==> config.mk <==
export PLATFORM = sky130hd
export DESIGN_NAME = scat_unit
export DESIGN_NICKNAME = d
export VERILOG_FILES = /design/src/design/scat_pkg.sv /design/src/design/scat_unit.sv
export SDC_FILE = /design/constraint.sdc
export NUM_CORES = 1
export LEC_CHECK = 0
export ABC_AREA = 1
export BUFFER_PORTS_ARGS = -buffer_cell sky130_fd_sc_hd__buf_4
export CORE_MARGIN = 10
export CORE_UTILIZATION = 24
export CTS_CLUSTER_DIAMETER = 120
export DETAILED_ROUTE_END_ITERATION = 10
export HOLD_SLACK_MARGIN = 0.12
export PLACE_DENSITY_LB_ADDON = 0.15
export SYNTH_ARGS = -nofsm -noshare
export SYNTH_HDL_FRONTEND = slang
export SYNTH_SLANG_ARGS = --single-unit
==> constraint.sdc <==
create_clock -name clk -period 48.7 [get_ports clk]
set_input_delay 2.435 -clock clk [delete_from_list [all_inputs] [get_ports clk]]
set_output_delay 2.435 -clock clk [all_outputs]
set_load 0.05 [all_outputs]
==> src/design/scat_pkg.sv <==
// ----------------------------------------------------------------------------
// scat_pkg: shared types and constants
// widths, config indexes, register reset values and shared-unit operation codes
// ----------------------------------------------------------------------------
package scat_pkg;

  localparam int unsigned MaxIterations = 32;
  localparam int unsigned IterW = $clog2(MaxIterations + 1);

  localparam int unsigned CoordW = 32;
  localparam int unsigned ExtW   = 31;
  localparam int unsigned TimeW  = 31;
  localparam int unsigned TolW   = 16;
  localparam int unsigned CfgW   = 31;
  localparam int unsigned CfgIdxW = 2;

  // wide datapath: squares of 50-bit magnitudes summed over three axes
  localparam int unsigned WideW = 104;
  localparam int unsigned RootW = 52;

  localparam logic [CfgIdxW-1:0] CfgTimeStep = 2'd0;
  localparam logic [CfgIdxW-1:0] CfgTolerance = 2'd1;
  localparam logic [CfgIdxW-1:0] CfgSpeedEps = 2'd2;

  localparam logic [TimeW-1:0] TimeStepReset = 31'd1092;
  localparam logic [TolW-1:0]  ToleranceReset = 16'd66;
  localparam logic [TolW-1:0]  SpeedEpsReset = 16'd1;

  typedef enum logic [1:0] {
    OP_SQRT = 2'd0,
    OP_DIV  = 2'd1
  } unit_op_t;

  typedef struct packed {
    logic     start;
    unit_op_t op;
  } unit_ctl_t;

  typedef struct packed {
    logic busy;
    logic done;
  } unit_sts_t;

endpackage

==> src/design/scat_unit.sv <==
// ----------------------------------------------------------------------------
// scat_unit: shared iterative square root / divider
// one result bit per cycle: restoring square root or restoring division
// ----------------------------------------------------------------------------
module scat_unit (
  input  logic                          clk,
  input  logic                          rst,
  input  scat_pkg::unit_ctl_t           ctl,
  input  logic [scat_pkg::WideW-1:0]    opa,
  input  logic [scat_pkg::WideW-1:0]    opb,
  output scat_pkg::unit_sts_t           sts,
  output logic [scat_pkg::WideW-1:0]    result
);
  import scat_pkg::*;

  localparam int unsigned CntW = $clog2(WideW + 1);
  localparam int unsigned RemW = WideW + 2;

  logic              busy;
  logic              done;
  unit_op_t          op;
  logic [CntW-1:0]   cnt;
  logic [WideW-1:0]  num;
  logic [WideW-1:0]  den;
  logic [RemW-1:0]   rem;
  logic [WideW-1:0]  quo;

  logic [RemW-1:0]   rem_sh;
  logic [RemW-1:0]   trial;
  logic              take;

  always_comb begin
    if (op == OP_SQRT) begin
      rem_sh = {rem[RemW-3:0], num[WideW-1:WideW-2]};
      trial  = {quo[RemW-3:0], 2'b01};
    end else begin
      rem_sh = {rem[RemW-2:0], num[WideW-1]};
      trial  = {2'b00, den};
    end
    take = rem_sh >= trial;
  end

  always_ff @(posedge clk) begin
    if (rst) begin
      busy <= 1'b0;
      done <= 1'b0;
    end else begin
      done <= 1'b0;
      if (ctl.start && !busy) begin
        busy <= 1'b1;
        op   <= ctl.op;
        num  <= opa;
        den  <= opb;
        rem  <= '0;
        quo  <= '0;
        cnt  <= (ctl.op == OP_SQRT) ? CntW'(WideW / 2) : CntW'(WideW);
      end else if (busy) begin
        rem <= take ? rem_sh - trial : rem_sh;
        quo <= {quo[WideW-2:0], take};
        num <= (op == OP_SQRT) ? {num[WideW-3:0], 2'b00} : {num[WideW-2:0], 1'b0};
        cnt <= cnt - 1'b1;
        if (cnt == CntW'(1)) begin
          busy <= 1'b0;
          done <= 1'b1;
        end
      end
    end
  end

  assign sts.busy = busy;
  assign sts.done = done;
  assign result   = quo;

endmodule

==> results.toml, run 1 <==
[timing]
drv_slew = 0
hold_violations = 0
skew_ns = 0.0671
fin_setup_tns_ns = 0
slew-limit-headroom = 0.225
finalSetupViolations = 0
rsz0062_at_grt = "no"
fmax_ghz = 0.131
period_share = 0.156
worstMarginPinSlew_ns = 1.16
fin_crit_ns = 7.62

[route]
via_per_inst = 4.36
firstDrtPassIters = 5
drc_errors = 0
drtIter0Drc = 2048
routed_wl_mm = 120
via_count = 28600
wl_per_cell_um = 18.3
antenna_left = 0

[cells_and_area]
nNetsFinal = 5159
stdcell_count = 6547
drive_gt1_frac = 0.0934
syn_to_final_growth_pct = 19.4

[cts]
clk_pin_slew_ns = 0.06
ctsHtreeMaxLevel = 2
cts-root-buf = "clkbuf_16"
cts_max_path_buffers = 3
clock_sinks = 428
cts_resized = 0
cts_setup_buffers = 0
insertion_delay_ns = 0.70
cts_hold_buffers = 0
cts-buffers-inserted = 57
cts_tree = "built"

[job]
maxCapViolCount = 0

[global_route]
gr-usage-all-layers = 0.161
antenna_found_initial = 3
grt_overflow_total = 0
grt_pass1_wl_mm = 178
grt_pass1_vias = 28300
grt_max_degree = 145

[yosys]
yosys.area.top_type_share = 0.414
synth_warnings = 0
syn-cell-area_mm2 = 0.0309
syn_nets = 4901
yosysMostFrequentCell = "nand2_1"
synth.avg_cell_area_um2 = 6.75
netlist_top_cells_count = "1620 x nand2_1, 868 x inv_1, 553 x nor2_1"
synth_cells = 4579
synth-edff-count = 426
synth.largest_area_cell = "edfxtp_1"
yosysSeqAreaShare = 0.415
async_reset_ff_frac = 0
ys.flop_type = "edfxtp_1"
synth.distinct_cells = 40
synth-seq-cells = 428
synthTopCellsByArea = "edfxtp_1 41%, nand2_1 20%, inv_1 11%"

[worst_setup_path]
r2r_start = "op[1]"
crit_path_top_delay_cell = "buf_4"
path_class = "register to register"
crit_top_cell = "buf_4"
arrival_ns = 8.01
startpoint = "op[1]"
crit_chain = "nor2_4 > buf_4 > buf_4 > buf_4 > nand2_1 > o21ai_0 > buf_4 > inv_1 > ha_1 > nand2_1 > nor2_1 > nand2_1 > nor2_1 > nand2_1 > nor3_2 > nand4_2 > nand3_4 > buf_4 > buf_4 > nand3_1 > inv_1 > nor2_1"
cp_data_required_time_ns = 49.09
path_max_fanout = 99
path_buf_inv = 8
cpPeakStageDelay_ns = 0.72
crit_family = "buffers and inverters"
critPathLaunchType = "register"
worstSetupEndpointType = "register"

[place]
gp_congestion = 0.986
dpl.hpwl_mm = 94.7
portBuffers = 318
placedCellCount = 6440

[power]
powerDensity_mw_per_mm2 = 35.9
ir_worst_vdd_uv = 33.9
p_leak_nw = 18.4

[floorplan]
core_area_mm2 = 0.128
io_pins = 319
start_util = 0.242
dieWidth_um = 379
rows = 131
die-area_mm2 = 0.143
die_h_um = 379

[worst_hold_path]
min_from = "result[91]"
hold_class = "register to register"

[outcome]
run_status = "finished clean"
[worst paths after layout]
path | cells after the start | slack (ns) | to
hold reg to reg | 2 | 0.57 | result[92]
setup / recovery | 22 | 41.08 | rem[61]
hold / removal | 2 | 0.57 | result[92]
setup reg to reg | 22 | 41.08 | rem[61]
[sequential cells by signal, indices dropped and copies added (netlist names)]
name	flops
rem	105
den	104
num	104
result	104
cnt	7
op	2
busy	1
done	1
[cells in the final DEF (no fill, tap or decap), types with 3 or more instances in the layout]
| cell type | n |
|---|---|
| edfxtp_1 | 426 |
| inv_6 | 4 |
| nand3_1 | 137 |
| nor3_1 | 15 |
| inv_2 | 12 |
| a21boi_0 | 4 |
| or2_2 | 4 |
| clkbuf_1 | 9 |
| diode_2 | 3 |
| clkbuf_16 | 57 |
| a21oi_1 | 277 |
| clkinv_2 | 7 |
| nor2_1 | 550 |
| a21o_1 | 3 |
| nand2_1 | 1620 |
| inv_1 | 868 |
| xnor2_1 | 53 |
| o21ai_1 | 5 |
| nand4_1 | 30 |
| clkinvlp_4 | 4 |
| nor2_4 | 3 |
| clkinv_16 | 3 |
| o21ai_0 | 273 |
| nor4_1 | 3 |
| bufinv_16 | 7 |
| buf_4 | 335 |
| clkinv_1 | 13 |
| o21bai_1 | 10 |
| nor2_2 | 10 |
| nand3b_1 | 9 |
| ha_1 | 108 |
[metrics by stage]
| stage | setup WS (ns) | hold WS (ns) | area [µm²] | util | total power, mW |
|---|---|---|---|---|---|
| final | 41.08 | 0.569 | 36900 | 0.289 | 1.32 |
| after global routing | 40.27 | 0.603 | 36900 | 0.289 | 1.41 |
| after CTS | 40.97 | 0.568 | 36900 | 0.289 | 1.35 |
| after detailed placement | 41.03 | 0.561 | 35000 | 0.274 | 0.903 |
| after global placement | 41.08 | 0.553 | 35000 | 0.274 | 0.904 |
| after floorplan | 29.74 | 0.510 | 30900 | - | 0.769 |
[power breakdown]
| part | total [mW] | switching (mW) | leakage (nW) | internal [mW] |
|---|---|---|---|---|
| clock network | 0.432 | 0.179 | 0.912 | 0.253 |
| logic | 0.429 | 0.298 | 13.4 | 0.131 |
| registers | 0.463 | 0.0133 | 4.08 | 0.450 |
| total | 1.32 | 0.491 | 18.4 | 0.834 |
[layout make-up]
class,instances,area (µm²)
Antenna cell,3,7.51
Sequential cell,428,12800
Tap cell,1662,2080
Multi-Input combinational cell,3131,14200
Fill cell,14300,90800
Clock inverter,38,449
Clock buffer,66,1460
Timing Repair Buffer,337,2550
Inverter,882,3320
[cells by family after synthesis]
group / after synthesis / share of synthesized area
adder cells (fa/ha/maj): 109 / 0.0444
flip-flops: 428 / 0.415
AO/OA/AOI/OAI: 578 / 0.0954
buffers and inverters: 1020 / 0.127
XOR/XNOR: 55 / 0.0156
AND/OR/NAND/NOR: 2389 / 0.303
[routing by layer]
metal  part of all wire  GRT usage  wire (µm)  vias up
met1               0.45      0.209      53600    13100
met4              0.030     0.0503       3570        0
met2               0.48      0.276      57000      604
met5                  0          0          0        -
met3              0.045     0.0225       5420      142
li1                   -          -          -    14700
[worst register-to-register path, stage by stage (launching register included)]
cell and delay, ns:
edfxtp_1 0.41, nor2_4 0.55, buf_4 0.70, buf_4 0.64, buf_4 0.72, nand2_1 0.15, o21ai_0 0.11, buf_4 0.18
inv_1 0.05, ha_1 0.34, nand2_1 0.11, nor2_1 0.24, nand2_1 0.15, nor2_1 0.24, nand2_1 0.16, nor3_2 0.16
nand4_2 0.15, nand3_4 0.54, buf_4 0.65, buf_4 0.76, nand3_1 0.22, inv_1 0.10, nor2_1 0.04
Power figures use the tool's default switching activity.
==> inputs of run 2 (changes only) <==
==> constraint.sdc (replaced) <==
create_clock -name clk -period 7.15 [get_ports clk]
set_input_delay 0.3575 -clock clk [delete_from_list [all_inputs] [get_ports clk]]
set_output_delay 0.3575 -clock clk [all_outputs]
set_load 0.05 [all_outputs]
==> results.toml, run 2 (synthesis results as in run 1) <==
[cts]
cts_resized = 0
insertion_delay_ns = 0.69
cts_tree = "built"
cts-buffers-inserted = 57
cts-root-buf = "clkbuf_16"
cts_max_path_buffers = 3
clock_sinks = 428
clk_pin_slew_ns = 0.06
ctsHtreeMaxLevel = 2

[global_route]
grt_pass1_wl_mm = 180
grt_overflow_total = 0
antenna_found_initial = 2
grt_max_degree = 167
grt_pass1_vias = 29200
gr-usage-all-layers = 0.163

[place]
placedCellCount = 6442
portBuffers = 318
dpl.hpwl_mm = 94.7
gp_congestion = 0.989

[timing]
hold_violations = 0
drv_slew = 0
fin_setup_tns_ns = 0
period_share = 0.736
skew_ns = 0.0631
hold_slack_ns = 0.388
rsz0062_at_grt = "no"
finalSetupViolations = 0
worstMarginPinSlew_ns = 1.04
fin_crit_ns = 5.26
slew-limit-headroom = 0.307
fmax_ghz = 0.190

[route]
antenna_left = 0
wl_per_cell_um = 17.9
routed_wl_mm = 121
firstDrtPassIters = 5
drtIter0Drc = 1998
drc_errors = 0
via_per_inst = 4.33
via_count = 29300

[worst_hold_path]
hold_class = "input pin to register"

[cells_and_area]
stdcell_count = 6760
largest_reg_flops = 105
fillCellCount = 14200
seqCellArea_mm2 = 0.0128
layout_common_cells = "1620 x nand2_1, 868 x inv_1, 550 x nor2_1"
multi_input_area_mm2 = 0.0142
syn_to_final_growth_pct = 25.9
top_register = "rem"
final_common_cell = "nand2_1"
nNetsFinal = 5372
drive_gt1_frac = 0.0897

[worst_setup_path]
arrival_ns = 5.70
critPathLaunchType = "register"
worstSetupEndpointType = "register"
path_max_fanout = 119
cp_data_required_time_ns = 7.58
crit_top_cell = "nand2_1"
crit_path_top_delay_cell = "nor2_4"
crit_family = "simple AND/OR/NAND/NOR gates"
path_class = "register to register"
path_buf_inv = 3
cpPeakStageDelay_ns = 0.54
crit_chain = "nor2_4 > buf_12 > o21ai_0 > ha_1 > nand2_1 > nor2_1 > nand2_1 > nor2_1 > nand4_1 > nand3b_1 > nand2_1 > nand3_4 > buf_12 > nand3_1 > nand2_1 > inv_1"

[power]
powerDensity_mw_per_mm2 = 229
p_leak_nw = 19.3
ir_worst_vdd_uv = 203

[floorplan]
io_pins = 319
start_util = 0.242
die-area_mm2 = 0.143
die_h_um = 379
core_area_mm2 = 0.128
rows = 131
dieWidth_um = 379

[outcome]
run_status = "finished clean"

[job]
maxCapViolCount = 0
## run 2: changes by cell type in the layout (fill, tap and decap cells not counted), moves of 3 or more
cell and change:
dlygate4sd3_1 +211, bufinv_16 -7, clkbuf_1 +6, clkinv_2 +4, buf_12 +3, clkbuf_8 +3
clkinv_1 -3
## run 2: routing by layer
| metal | global-route usage | share of wire | up-vias |
|---|---|---|---|
| met3 | 0.0264 | 0.048 | 156 |
| li1 | - | - | 15100 |
| met5 | 0 | 0 | - |
| met1 | 0.210 | 0.45 | 13300 |
| met4 | 0.0585 | 0.038 | 0 |
| met2 | 0.274 | 0.47 | 621 |
## run 2: final timing paths
| path | from | end | slack (ns) | cells past startpoint |
|---|---|---|---|---|
| worst min register to register | cnt[6] | done | 0.58 | 3 |
| worst max-delay path | op[1] | rem[87] | 1.89 | 16 |
| worst max register to register | op[1] | rem[87] | 1.89 | 16 |
| worst min-delay path | opb[78] | den[78] | 0.39 | 2 |
## run 2: report_power, final
group	internal [mW]	total [mW]	switching, mW
Clock	1.51	2.73	1.21
Sequential	3.06	3.15	0.0880
Combinational	0.968	3.03	2.06
Total	5.55	8.91	3.36
## run 2: cell type report
cell class	instances	area share
clock inverter	31	0.00624
tap	1662	0.0534
multi-input combinational	3131	0.365
timing repair buffer	550	0.121
clock buffer	75	0.0392
inverter	882	0.0853
antenna	1	0.0000643
sequential	428	0.330
## run 2: through the flow
step	utilization	worst slack, ns	area [µm²]	total power, mW
global placement	0.274	1.92	35000	6.16
CTS	0.305	1.89	38900	9.06
floorplan	-	0.904	30900	5.19
finish	0.305	1.89	38900	8.91
detailed placement	0.274	1.99	35000	6.15
global route	0.305	1.50	38900	9.52
## run 2: repair_timing
| action | 4_1_cts | 5_1_grt |
|---|---|---|
| hold buffers | 211 | 0 |
| setup buffers | 0 | 0 |
| endpoints found under the hold margin | 224 | 0 |
